`config.mk`:
```
export PLATFORM = sky130hd
export DESIGN_NAME = wav_rf64_header_parser_top
export DESIGN_NICKNAME = d
export VERILOG_FILES = /design/src/rtl/wrf_pkg.sv /design/src/rtl/wrf_div.sv /design/src/rtl/wrf_parse.sv /design/src/rtl/wav_rf64_header_parser_top.sv
export SDC_FILE = /design/constraint.sdc
export NUM_CORES = 2
export LEC_CHECK = 0
export ABC_AREA = 1
export BUFFER_PORTS_ARGS = -buffer_cell sky130_fd_sc_hd__buf_2
export CAP_MARGIN = 20
export CORE_MARGIN = 5
export CORE_UTILIZATION = 64
export DETAILED_ROUTE_END_ITERATION = 6
export PLACE_DENSITY = 0.9
export SYNTH_ARGS = -nofsm -noshare
export SYNTH_HDL_FRONTEND = slang
export SYNTH_SLANG_ARGS = --single-unit
```
`constraint.sdc`:
```
create_clock -name clk -period 18.2 [get_ports clk]
set_input_delay 0.91 -clock clk [delete_from_list [all_inputs] [get_ports clk]]
set_output_delay 0.91 -clock clk [all_outputs]
set_load 0.02 [all_outputs]
```
`src/rtl/wrf_pkg.sv`:
```
// shared types, tags and constants for the wav/rf64 header parser
package wrf_pkg;

    localparam int POS_W = 48;
    localparam logic [POS_W-1:0] POS_MAX = {POS_W{1'b1}};

    localparam logic [31:0] TAG_RIFF = 32'h4646_4952;
    localparam logic [31:0] TAG_RF64 = 32'h3436_4652;
    localparam logic [31:0] TAG_WAVE = 32'h4556_4157;
    localparam logic [31:0] TAG_DS64 = 32'h3436_7364;
    localparam logic [31:0] TAG_FMT  = 32'h2074_6d66;
    localparam logic [31:0] TAG_BEXT = 32'h7478_6562;
    localparam logic [31:0] TAG_DATA = 32'h6174_6164;

    localparam logic [31:0] LEN_FROM_DS64 = 32'hffff_ffff;
    localparam logic [15:0] FMT_EXTENSIBLE = 16'hfffe;
    localparam logic [15:0] FMT_PCM = 16'd1;
    localparam logic [15:0] FMT_FLOAT = 16'd3;
    localparam logic [15:0] BITS_PCM = 16'd24;
    localparam logic [15:0] BITS_FLOAT = 16'd32;
    localparam int TREF_START = 338;
    localparam int BEXT_END = 346;

    localparam logic [1:0] PH_HEADER = 2'd0;
    localparam logic [1:0] PH_HEAD   = 2'd1;
    localparam logic [1:0] PH_BODY   = 2'd2;
    localparam logic [1:0] PH_REJECT = 2'd3;

    localparam int FL_RF64   = 0;
    localparam int FL_FORMAT = 1;
    localparam int FL_DATA   = 2;
    localparam int FL_UNSUP  = 3;
    localparam int FL_BEXT   = 4;

    localparam logic [2:0] ERR_OK       = 3'd0;
    localparam logic [2:0] ERR_NOT_WAV  = 3'd1;
    localparam logic [2:0] ERR_UNSUP    = 3'd2;
    localparam logic [2:0] ERR_NO_DATA  = 3'd3;
    localparam logic [2:0] ERR_NO_FMT   = 3'd4;
    localparam logic [2:0] ERR_BAD_BLK  = 3'd5;

    typedef struct packed {
        logic [7:0] file_byte;
        logic       is_last;
    } wrf_item_t;

    typedef struct packed {
        logic [2:0]  error_code;
        logic        is_rf64;
        logic        is_float;
        logic [15:0] channel_count;
        logic [31:0] sample_rate;
        logic [15:0] sample_bits;
        logic        has_bext;
        logic [63:0] time_reference;
        logic [47:0] data_offset;
        logic [47:0] data_bytes;
        logic [47:0] frame_count;
        logic [47:0] declared_end;
    } wrf_result_t;

    typedef struct packed {
        logic             header_ok;
        logic [4:0]       flags;
        logic [POS_W-1:0] file_len;
        logic [31:0]      riff_length;
        logic [63:0]      ds64_riff_size;
        logic [15:0]      format_tag;
        logic [15:0]      block_align;
        logic [15:0]      channel_count;
        logic [15:0]      sample_bits;
        logic [31:0]      sample_rate;
        logic [63:0]      time_reference;
        logic [POS_W-1:0] data_offset;
        logic [63:0]      data_size_raw;
    } wrf_state_t;

endpackage

```
`src/rtl/wrf_div.sv`:
```
// restoring divider, one quotient bit per cycle
module wrf_div (
    input  logic        clk,
    input  logic        rst_n,
    input  logic        start,
    input  logic [47:0] dividend,
    input  logic [15:0] divisor,
    output logic        done,
    output logic [47:0] quotient
);

    logic [47:0] quo_reg;
    logic [15:0] rem_reg;
    logic [15:0] div_reg;
    logic [5:0]  cnt_reg;
    logic        busy_reg;
    logic        done_reg;
    logic [16:0] trial;

    assign trial = {rem_reg, quo_reg[47]};

    always_ff @(posedge clk or negedge rst_n)
    begin
        if (!rst_n)
        begin
            busy_reg <= 1'b0;
            done_reg <= 1'b0;
            cnt_reg  <= '0;
        end
        else
        begin
            done_reg <= 1'b0;
            if (start)
            begin
                busy_reg <= 1'b1;
                cnt_reg  <= 6'd48;
            end
            else if (busy_reg)
            begin
                cnt_reg <= cnt_reg - 6'd1;
                if (cnt_reg == 6'd1)
                begin
                    busy_reg <= 1'b0;
                    done_reg <= 1'b1;
                end
            end
        end
    end

    always_ff @(posedge clk)
    begin
        if (start)
        begin
            quo_reg <= dividend;
            rem_reg <= '0;
            div_reg <= divisor;
        end
        else if (busy_reg)
        begin
            if (trial >= {1'b0, div_reg})
            begin
                rem_reg <= 16'(trial - {1'b0, div_reg});
                quo_reg <= {quo_reg[46:0], 1'b1};
            end
            else
            begin
                rem_reg <= trial[15:0];
                quo_reg <= {quo_reg[46:0], 1'b0};
            end
        end
    end

    assign done = done_reg;
    assign quotient = quo_reg;

endmodule

```
`src/rtl/wrf_parse.sv`:
```
// byte-serial header and chunk walker, fields gathered through byte shift registers
module wrf_parse (
    input  logic                clk,
    input  logic                rst_n,
    input  logic                take,
    input  wrf_pkg::wrf_item_t  item,
    input  logic                clear,
    output wrf_pkg::wrf_state_t st
);

    localparam int PW = wrf_pkg::POS_W;

    logic [PW-1:0] pos_reg, pos_next, ncp_reg, ncp_next, bs_reg, bs_next;
    logic [PW-1:0] doff_reg, doff_next;
    logic [31:0]   tag_reg, tag_next, len_reg, len_next, riff_reg, riff_next;
    logic [1:0]    phase_reg, phase_next;
    logic [4:0]    flags_reg, flags_next;
    logic [63:0]   r64_reg, r64_next, d64_reg, d64_next, raw_reg, raw_next;
    logic [63:0]   ga_reg, ga_next, gb_reg, gb_next, tref_reg, tref_next;
    logic [15:0]   ftag_reg, ftag_next, align_reg, align_next;
    logic [15:0]   chan_reg, chan_next, bits_reg, bits_next;
    logic [31:0]   rate_reg, rate_next;
    logic [15:0]   stag_reg, stag_next, sch_reg, sch_next, salign_reg, salign_next;
    logic [15:0]   sbits_reg, sbits_next, ssub_reg, ssub_next;
    logic [31:0]   srate_reg, srate_next;

    logic [7:0]    b;
    logic [PW-1:0] hoff, boff;
    logic [8:0]    k;
    logic [5:0]    lim;
    logic [63:0]   size;
    logic [PW-1:0] size_c, s1_sat;
    logic [PW:0]   s1, bsum;
    logic [15:0]   tag_res;

    always_comb
    begin
        pos_next = pos_reg; ncp_next = ncp_reg; bs_next = bs_reg; doff_next = doff_reg;
        tag_next = tag_reg; len_next = len_reg; riff_next = riff_reg;
        phase_next = phase_reg; flags_next = flags_reg;
        r64_next = r64_reg; d64_next = d64_reg; raw_next = raw_reg;
        ga_next = ga_reg; gb_next = gb_reg; tref_next = tref_reg;
        ftag_next = ftag_reg; align_next = align_reg; chan_next = chan_reg;
        bits_next = bits_reg; rate_next = rate_reg;
        stag_next = stag_reg; sch_next = sch_reg; salign_next = salign_reg;
        sbits_next = sbits_reg; ssub_next = ssub_reg; srate_next = srate_reg;

        b = item.file_byte;
        hoff = pos_reg + PW'(8) - bs_reg;
        boff = pos_reg - bs_reg;
        k = boff[8:0];
        lim = (len_reg < 32'd40) ? len_reg[5:0] : 6'd40;
        size = '0; size_c = '0; s1 = '0; s1_sat = '0; tag_res = '0;
        bsum = {1'b0, pos_reg} + (PW+1)'(8);

        case (phase_reg)
            wrf_pkg::PH_HEADER:
            begin
                if (pos_reg < PW'(4))
                    tag_next = {b, tag_reg[31:8]};
                else if (pos_reg < PW'(8))
                    riff_next = {b, riff_reg[31:8]};
                else if (pos_reg < PW'(12))
                    ga_next = {b, ga_reg[63:8]};
                if (pos_reg >= PW'(11))
                begin
                    if ((tag_reg == wrf_pkg::TAG_RIFF || tag_reg == wrf_pkg::TAG_RF64)
                        && ga_next[63:32] == wrf_pkg::TAG_WAVE)
                    begin
                        if (tag_reg == wrf_pkg::TAG_RF64)
                            flags_next[wrf_pkg::FL_RF64] = 1'b1;
                        phase_next = wrf_pkg::PH_BODY;
                    end
                    else
                    begin
                        phase_next = wrf_pkg::PH_REJECT;
                    end
                    tag_next = '0;
                    len_next = '0;
                    ga_next = '0;
                end
            end
            wrf_pkg::PH_REJECT:
            begin
            end
            default:
            begin
                if (pos_reg == ncp_reg)
                begin
                    tag_next = {b, 24'd0};
                    len_next = '0;
                    bs_next = bsum[PW] ? wrf_pkg::POS_MAX : bsum[PW-1:0];
                    phase_next = wrf_pkg::PH_HEAD;
                end
                else if (phase_reg == wrf_pkg::PH_HEAD)
                begin
                    if (hoff < PW'(4))
                        tag_next = {b, tag_reg[31:8]};
                    else if (hoff < PW'(8))
                        len_next = {b, len_reg[31:8]};
                    if (hoff == PW'(7))
                    begin
                        // chunk header complete: work out where the next one starts
                        if (flags_reg[wrf_pkg::FL_RF64] && len_next == wrf_pkg::LEN_FROM_DS64)
                            size = d64_reg;
                        else
                            size = {32'd0, len_next};
                        if (tag_reg == wrf_pkg::TAG_DATA)
                        begin
                            raw_next = size;
                            doff_next = bs_reg;
                            flags_next[wrf_pkg::FL_DATA] = 1'b1;
                        end
                        size_c = (size > 64'(wrf_pkg::POS_MAX)) ? wrf_pkg::POS_MAX
                                                                : size[PW-1:0];
                        s1 = {1'b0, bs_reg} + {1'b0, size_c};
                        s1_sat = s1[PW] ? wrf_pkg::POS_MAX : s1[PW-1:0];
                        ncp_next = (s1_sat == wrf_pkg::POS_MAX) ? wrf_pkg::POS_MAX
                                 : s1_sat + PW'(size[0]);
                        phase_next = wrf_pkg::PH_BODY;
                    end
                end
                else if (pos_reg >= bs_reg && boff < PW'(wrf_pkg::BEXT_END))
                begin
                    if (tag_reg == wrf_pkg::TAG_DS64)
                    begin
                        if (k < 9'd8)
                            ga_next = {b, ga_reg[63:8]};
                        else if (k < 9'd16)
                            gb_next = {b, gb_reg[63:8]};
                        if (k == 9'd15 && len_reg >= 32'd16)
                        begin
                            r64_next = ga_next;
                            d64_next = gb_next;
                        end
                    end
                    else if (tag_reg == wrf_pkg::TAG_FMT)
                    begin
                        if (k < 9'd2)
                            stag_next = {b, stag_reg[15:8]};
                        else if (k < 9'd4)
                            sch_next = {b, sch_reg[15:8]};
                        else if (k < 9'd8)
                            srate_next = {b, srate_reg[31:8]};
                        else if (k == 9'd12 || k == 9'd13)
                            salign_next = {b, salign_reg[15:8]};
                        else if (k == 9'd14 || k == 9'd15)
                            sbits_next = {b, sbits_reg[15:8]};
                        else if (k == 9'd24 || k == 9'd25)
                            ssub_next = {b, ssub_reg[15:8]};
                        if (lim >= 6'd16 && k == {3'd0, lim - 6'd1})
                        begin
                            tag_res = (stag_next == wrf_pkg::FMT_EXTENSIBLE && lim >= 6'd26)
                                    ? ssub_next : stag_next;
                            ftag_next = tag_res;
                            chan_next = sch_next;
                            rate_next = srate_next;
                            align_next = salign_next;
                            bits_next = sbits_next;
                            if ((tag_res == wrf_pkg::FMT_PCM && sbits_next == wrf_pkg::BITS_PCM)
                                || (tag_res == wrf_pkg::FMT_FLOAT
                                    && sbits_next == wrf_pkg::BITS_FLOAT))
                                flags_next[wrf_pkg::FL_FORMAT] = 1'b1;
                            else
                            begin
                                flags_next[wrf_pkg::FL_FORMAT] = 1'b0;
                                flags_next[wrf_pkg::FL_UNSUP] = 1'b1;
                            end
                        end
                    end
                    else if (tag_reg == wrf_pkg::TAG_BEXT)
                    begin
                        if (k >= 9'(wrf_pkg::TREF_START))
                            ga_next = {b, ga_reg[63:8]};
                        if (k == 9'(wrf_pkg::BEXT_END - 1) && len_reg >= 32'(wrf_pkg::BEXT_END))
                        begin
                            tref_next = ga_next;
                            flags_next[wrf_pkg::FL_BEXT] = 1'b1;
                        end
                    end
                end
            end
        endcase

        pos_next = (pos_reg == wrf_pkg::POS_MAX) ? pos_reg : pos_reg + PW'(1);
    end

    always_ff @(posedge clk or negedge rst_n)
    begin
        if (!rst_n)
        begin
            pos_reg <= '0; ncp_reg <= PW'(12); bs_reg <= '0; doff_reg <= '0;
            tag_reg <= '0; len_reg <= '0; riff_reg <= '0;
            phase_reg <= wrf_pkg::PH_HEADER; flags_reg <= '0;
            r64_reg <= '0; d64_reg <= '0; raw_reg <= '0;
            ga_reg <= '0; gb_reg <= '0; tref_reg <= '0;
            ftag_reg <= '0; align_reg <= '0; chan_reg <= '0; bits_reg <= '0; rate_reg <= '0;
            stag_reg <= '0; sch_reg <= '0; salign_reg <= '0; sbits_reg <= '0;
            ssub_reg <= '0; srate_reg <= '0;
        end
        else if (clear)
        begin
            pos_reg <= '0; ncp_reg <= PW'(12); bs_reg <= '0; doff_reg <= '0;
            tag_reg <= '0; len_reg <= '0; riff_reg <= '0;
            phase_reg <= wrf_pkg::PH_HEADER; flags_reg <= '0;
            r64_reg <= '0; d64_reg <= '0; raw_reg <= '0;
            ga_reg <= '0; gb_reg <= '0; tref_reg <= '0;
            ftag_reg <= '0; align_reg <= '0; chan_reg <= '0; bits_reg <= '0; rate_reg <= '0;
            stag_reg <= '0; sch_reg <= '0; salign_reg <= '0; sbits_reg <= '0;
            ssub_reg <= '0; srate_reg <= '0;
        end
        else if (take)
        begin
            pos_reg <= pos_next; ncp_reg <= ncp_next; bs_reg <= bs_next;
            doff_reg <= doff_next;
            tag_reg <= tag_next; len_reg <= len_next; riff_reg <= riff_next;
            phase_reg <= phase_next; flags_reg <= flags_next;
            r64_reg <= r64_next; d64_reg <= d64_next; raw_reg <= raw_next;
            ga_reg <= ga_next; gb_reg <= gb_next; tref_reg <= tref_next;
            ftag_reg <= ftag_next; align_reg <= align_next; chan_reg <= chan_next;
            bits_reg <= bits_next; rate_reg <= rate_next;
            stag_reg <= stag_next; sch_reg <= sch_next; salign_reg <= salign_next;
            sbits_reg <= sbits_next; ssub_reg <= ssub_next; srate_reg <= srate_next;
        end
    end

    always_comb
    begin
        st.header_ok = (phase_reg == wrf_pkg::PH_HEAD) || (phase_reg == wrf_pkg::PH_BODY);
        st.flags = flags_reg;
        st.file_len = pos_reg;
        st.riff_length = riff_reg;
        st.ds64_riff_size = r64_reg;
        st.format_tag = ftag_reg;
        st.block_align = align_reg;
        st.channel_count = chan_reg;
        st.sample_bits = bits_reg;
        st.sample_rate = rate_reg;
        st.time_reference = tref_reg;
        st.data_offset = doff_reg;
        st.data_size_raw = raw_reg;
    end

endmodule

```
`src/rtl/wav_rf64_header_parser_top.sv`:
```
// wav/rf64 header parser top level: byte intake, end-of-file summary and frame division
// One file byte is taken per cycle while a file is being walked. After the beat marked
// is_last the block stalls its input for the summary: the CALC state sizes the data,
// the CHECK state checks the format, then, when no error is found, the bit-serial frame
// divider runs, then the result beat follows, which is held until taken.
module wav_rf64_header_parser_top (
    input  logic                 clk,
    input  logic                 rst_n,
    input  logic                 item_valid,
    output logic                 item_stall,
    input  wrf_pkg::wrf_item_t   item,
    output logic                 result_valid,
    input  logic                 result_stall,
    output wrf_pkg::wrf_result_t result
);

    localparam int PW = wrf_pkg::POS_W;
    localparam logic [2:0] ST_IDLE  = 3'd0;
    localparam logic [2:0] ST_CALC  = 3'd1;
    localparam logic [2:0] ST_CHECK = 3'd2;
    localparam logic [2:0] ST_DIV   = 3'd3;
    localparam logic [2:0] ST_OUT   = 3'd4;

    logic [2:0]  state_reg, state_next;
    logic        take, clear, div_start, div_done;
    logic [47:0] quotient;
    wrf_pkg::wrf_state_t st;
    wrf_pkg::wrf_result_t res_reg, res_next;
    logic [PW-1:0] declared_reg, declared_next, dbytes_reg, dbytes_next;
    logic [31:0]   prod_reg;
    logic [PW-1:0] room, r64_c;
    logic [PW:0]   dsum;
    logic [2:0]    err;

    assign take = item_valid && !item_stall;
    assign item_stall = (state_reg != ST_IDLE);
    assign result_valid = (state_reg == ST_OUT);
    assign result = res_reg;
    assign clear = (state_reg == ST_OUT) && !result_stall;

    wrf_parse u_parse (
        .clk   (clk),
        .rst_n (rst_n),
        .take  (take),
        .item  (item),
        .clear (clear),
        .st    (st)
    );

    wrf_div u_div (
        .clk      (clk),
        .rst_n    (rst_n),
        .start    (div_start),
        .dividend (48'(dbytes_reg)),
        .divisor  (st.block_align),
        .done     (div_done),
        .quotient (quotient)
    );

    // sizes: declared end and data bytes clamped to the file
    always_comb
    begin
        r64_c = (st.ds64_riff_size > 64'(wrf_pkg::POS_MAX)) ? wrf_pkg::POS_MAX
                                                           : st.ds64_riff_size[PW-1:0];
        if (st.flags[wrf_pkg::FL_RF64])
            dsum = {1'b0, r64_c} + (PW+1)'(8);
        else
            dsum = (PW+1)'(st.riff_length) + (PW+1)'(8);
        declared_next = dsum[PW] ? wrf_pkg::POS_MAX : dsum[PW-1:0];
        room = (st.file_len > st.data_offset) ? st.file_len - st.data_offset : '0;
        if (!st.flags[wrf_pkg::FL_DATA])
            dbytes_next = '0;
        else if (st.data_size_raw < 64'(room))
            dbytes_next = PW'(st.data_size_raw);
        else
            dbytes_next = room;
    end

    always_comb
    begin
        if (!st.flags[wrf_pkg::FL_FORMAT] || !st.flags[wrf_pkg::FL_DATA])
        begin
            if (st.flags[wrf_pkg::FL_UNSUP])
                err = wrf_pkg::ERR_UNSUP;
            else if (st.flags[wrf_pkg::FL_FORMAT])
                err = wrf_pkg::ERR_NO_DATA;
            else
                err = wrf_pkg::ERR_NO_FMT;
        end
        else if (st.block_align == 16'd0 || {13'd0, st.block_align} != prod_reg[31:3])
            err = wrf_pkg::ERR_BAD_BLK;
        else
            err = wrf_pkg::ERR_OK;
    end

    always_comb
    begin
        state_next = state_reg;
        res_next = res_reg;
        div_start = 1'b0;
        case (state_reg)
            ST_IDLE:
            begin
                if (take && item.is_last)
                    state_next = ST_CALC;
            end
            ST_CALC:
            begin
                state_next = ST_CHECK;
            end
            ST_CHECK:
            begin
                res_next = '0;
                if (!st.header_ok)
                begin
                    res_next.error_code = wrf_pkg::ERR_NOT_WAV;
                    state_next = ST_OUT;
                end
                else
                begin
                    res_next.error_code = err;
                    res_next.is_rf64 = st.flags[wrf_pkg::FL_RF64];
                    res_next.is_float = (st.format_tag == wrf_pkg::FMT_FLOAT);
                    res_next.channel_count = st.channel_count;
                    res_next.sample_rate = st.sample_rate;
                    res_next.sample_bits = st.sample_bits;
                    res_next.has_bext = st.flags[wrf_pkg::FL_BEXT];
                    res_next.time_reference = st.time_reference;
                    res_next.data_offset = st.flags[wrf_pkg::FL_DATA] ? 48'(st.data_offset)
                                                                      : 48'd0;
                    res_next.data_bytes = 48'(dbytes_reg);
                    res_next.declared_end = 48'(declared_reg);
                    if (err == wrf_pkg::ERR_OK)
                    begin
                        div_start = 1'b1;
                        state_next = ST_DIV;
                    end
                    else
                    begin
                        state_next = ST_OUT;
                    end
                end
            end
            ST_DIV:
            begin
                if (div_done)
                begin
                    res_next.frame_count = quotient;
                    state_next = ST_OUT;
                end
            end
            ST_OUT:
            begin
                if (!result_stall)
                    state_next = ST_IDLE;
            end
            default:
            begin
                state_next = ST_IDLE;
            end
        endcase
    end

    always_ff @(posedge clk or negedge rst_n)
    begin
        if (!rst_n)
            state_reg <= ST_IDLE;
        else
            state_reg <= state_next;
    end

    always_ff @(posedge clk)
    begin
        res_reg <= res_next;
        if (state_reg == ST_CALC)
        begin
            declared_reg <= declared_next;
            dbytes_reg <= dbytes_next;
            prod_reg <= st.channel_count * st.sample_bits;
        end
    end

endmodule
```
==> summary.md <==
| Metric | Value |
|---|---|
| Status | `complete, but fails checks` |
| Violations in the final reports | `DRC` |
| Antenna Nets Post-Route | `0` |
| Buffers inserted during post-CTS setup optimization | `0` |
| Slew Limit Fails | `0` |
| GRT Residual Overflow | `0` |
| Slew @ Worst Pin | `~1200 ps` |
| GPL Wtd Cong | `between 1 and 1.5` |
| Die Ht | `between 300 and 400 µm` |
| Horizontal die dimension | `392 µm` |
| Number of synthesized flops with an enable pin | `a little over 500` |
| Slowest cell delay on critical path | `900 ps` |
| Cell with the most instances on the worst path | `nand2_1` |
| Routed wirelength normalized by instance count | `23.2 µm` |
| Detail Placement HPWL | `245 mm` |
| Setup Viol. Count Final | `0` |
| Cell internal pwr | `approximately 8.5 mW` |
| Ranking of synthesized cells by instance count | `2841 x nand2_1, 1873 x inv_1, 1310 x nor2_1` |
| Starting utilization of the core area | `64.2%` |
| Most common cell in the synthesized netlist | `nand2_1` |
| Design Power | `about 18 mW` |
| Summed instance area of the synthesized netlist | `between 90000 and 100000 µm²` |
| Hold Buf Count CTS | `0` |
| Peak supply drop | `0.260 mV` |
| Net switching component of the power | `between 9 and 10 mW` |
| TritonCTS clock tree | `done` |
| Total routing resource utilization after global routing | `a little over two fifths` |
| Fraction of registers with async set/reset | `~63%` |
| Vias after detailed routing | `between 80k and 90k` |
| Peak clock frequency supported by timing | `81.7 MHz` |
| Post-layout nets | `approximately 13k` |
| CTS root buf | `clkbuf_16` |
| Critical Path AT | `~13000 ps` |
| Required time worst endpoint | `18880 ps` |
| Comb pwr share | `between 50 and 60%` |
| Buffer levels on the longest clock path | `3` |
| Level count of the clock H-tree | `4` |
| Clock latency of the later-clocked register in the worst-skew pair | `roughly 830 ps` |
| Number of top-level design ports | `341` |
| CTS sink cnt | `roughly 1.4k` |
| Number of max-capacitance violations reported | `0` |
| 1st-iter DRT viols | `14.5k` |
| Relative max-transition margin | `20.7%` |
| Maximum fanout along the worst path | `43` |
| Sequential share of power | `25.5%` |
| Pin count of the biggest net entering global routing | `approximately 240` |
| CTS Buf Count | `150` |
| Synthesized area divided by synthesized cell count | `~7.6 µm²` |
| Most frequently used flop master after synthesis | `dfrtp_1` |
| Post-route core utilization | `69.6%` |
| Total DRC errors in the routed layout | `164` |
| Mapped Cells | `approximately 12k` |
| Number of global-route vias before repair | `~85k` |
| Net Count, Synth | `approximately 13k` |
| IO buf count | `340` |
| Post-Layout Inst Area | `between 100000 and 150000 µm²` |
| Fraction of final layout cells sized beyond drive strength 1 | `under 10%` |
| Final wirelength | `around 330 mm` |
| Post-synth top area share | `24.1%` |
| Core region area | `between 100000 and 150000 µm²` |
| Clock network power share | `between 10% and 20%` |
| Largest cells by area after synthesis | `dfrtp_1 24%, edfxtp_1 17%, nand2_1 11%` |
| Post-Place Cell Area | `around 96000 µm²` |
| Count of unique library cells instantiated by Yosys | `77` |
| Pwr/cell area | `roughly 170 nW/µm²` |
| Leak | `about 50 nW` |
| Die area | `roughly 150000 µm²` |
| Classification of the worst-slack hold path | `input pin to async pin` |
| Post-synthesis to final-layout area growth | `8.43%` |
| Number of detailed-route iterations in the first pass | `7` |
| Hold Vio Cnt, Final | `0` |
| Sw frac | `around half` |
| Final Critical Period | `12230 ps` |
| CP Class | `register to register` |
| RSZ-0062 raised after global routing | `false` |
| Synthesis Warnings | `0` |
| Seq/Total Area, Yosys | `a little over 40%` |
| Register bit count reported by yosys | `1429` |
| Leading area contributor after synthesis | `dfrtp_1` |
| Resized cells post-CTS | `0` |
| Vias per Instance | `between 6 and 7` |
| Number of flip-flops under the largest register name | `326` |
| Setup TNS | `0 ps` |
| Antenna violations before repair | `21` |
| Cell with the biggest individual delay on the critical path | `fa_1` |
| Worst Clk Skew | `57.5 ps` |
| Row cnt | `140` |
| Crit share post-route | `roughly two thirds` |
| Category of the worst setup path capture point | `register` |
| Critical path startpoint category | `register` |
| Clock-pin transition on the worst setup and hold timing paths | `~60 ps` |
| Wire length of the first global-routing pass | `approximately 500 mm` |
-- kinds of logic after synthesis --
| group | synth area share [%] |
|---|---|
| DFF | 41.1 |
| muxes | 0.0658 |
| and+or+nand+nor | 22.6 |
| buffers and inverters | 10.0 |
| adders and majority gates | 10.2 |
| AOI/OAI and AO/OA | 14.0 |
| xor gates and xnor gates | 2.01 |
-- metrics by stage --
step           hold slack, ps  std cells  setup slack [ps]
3_3_place_gp              458      13993              6670
2_1_floorplan             445      12183              2050
6_report                  174      14285              5970
5_1_grt                   260      14278              5320
3_5_place_dp              466      13995              6620
4_1_cts                   236      14274              6570
-- critical path: cells and delay by family, from the launching register on --
family,cells,cell delay (ps)
and+or+nand+nor,34,6480
AOI/OAI and AO/OA,7,1920
buffers and inverters,6,1660
adders and majority gates,2,1280
DFF,1,710
-- metal layers --
metal  global-route usage [%]  up-vias  routed length, µm
li1                         -    39421                  -
met1                     56.6    41994             123000
met2                     61.0     7012             137000
met3                     15.2     1461              48800
met4                     23.0       26              23300
met5                        0        -                174
-- power groups by stage --
stage	Sequential (mW)	Clock (mW)	Combinational, mW
global placement	4.49	0	9.26
detailed placement	4.52	0	9.46
CTS	4.47	3.12	9.58
floorplan	4.70	0	6.29
finish	4.50	3.13	10.0
global route	4.54	3.26	10.8
-- final timing paths --
check	start	end	slack, ps	cells after the start
max	u_parse.pos_reg[3]$_DFFE_PN0P_	u_parse.ncp_reg[42]$_DFFE_PN0P_	5970	49
min	rst_n	u_parse.rate_reg[1]$_DFFE_PN0P_	170	1
max reg2reg	u_parse.pos_reg[3]$_DFFE_PN0P_	u_parse.ncp_reg[42]$_DFFE_PN0P_	5970	49
min reg2reg	u_parse.ssub_reg[4]$_DFFE_PN0P_	u_parse.ssub_reg[4]$_DFFE_PN0P_	480	2
max in group asynchronous	rst_n	u_parse.ncp_reg[20]$_DFFE_PN0P_	14740	4
min in group clk	result_stall	state_reg[2]$_DFFE_PN0P_	470	3
-- cells in the final DEF, fill, tap and decap left out, drive strengths merged, types with 16 or more instances in the layout --
cell type | netlist | layout
nand2 | 2857 | 2857
inv | 1890 | 1898
nor2 | 1328 | 1328
o21ai | 1233 | 1233
dfrtp | 896 | 896
a21oi | 662 | 662
nand3 | 520 | 520
edfxtp | 515 | 515
buf | 70 | 423
ha | 369 | 369
fa | 244 | 244
clkbuf | 450 | 206
o22ai | 171 | 171
xor2 | 142 | 142
nand4 | 133 | 133
nor3 | 130 | 130
nor4 | 77 | 77
xnor2 | 72 | 72
clkinv | 10 | 59
a31oi | 49 | 49
a211oi | 41 | 41
o211ai | 39 | 39
or2 | 39 | 39
o21bai | 39 | 39
a21boi | 36 | 36
o21a | 20 | 20
nand3b | 20 | 20
o31ai | 19 | 19
dfxtp | 16 | 16
-- cell type report --
cell class	instances	area, µm²
Clock buffer	206	4170
Sequential cell	1429	38300
Timing Repair Buffer	423	2460
Fill cell	11083	44200
Antenna cell	7	17.5
Tap cell	1917	2400
Inverter	1900	7140
Multi-Input combinational cell	8330	45700
Clock inverter	73	841
Power figures use the tool's default switching activity.
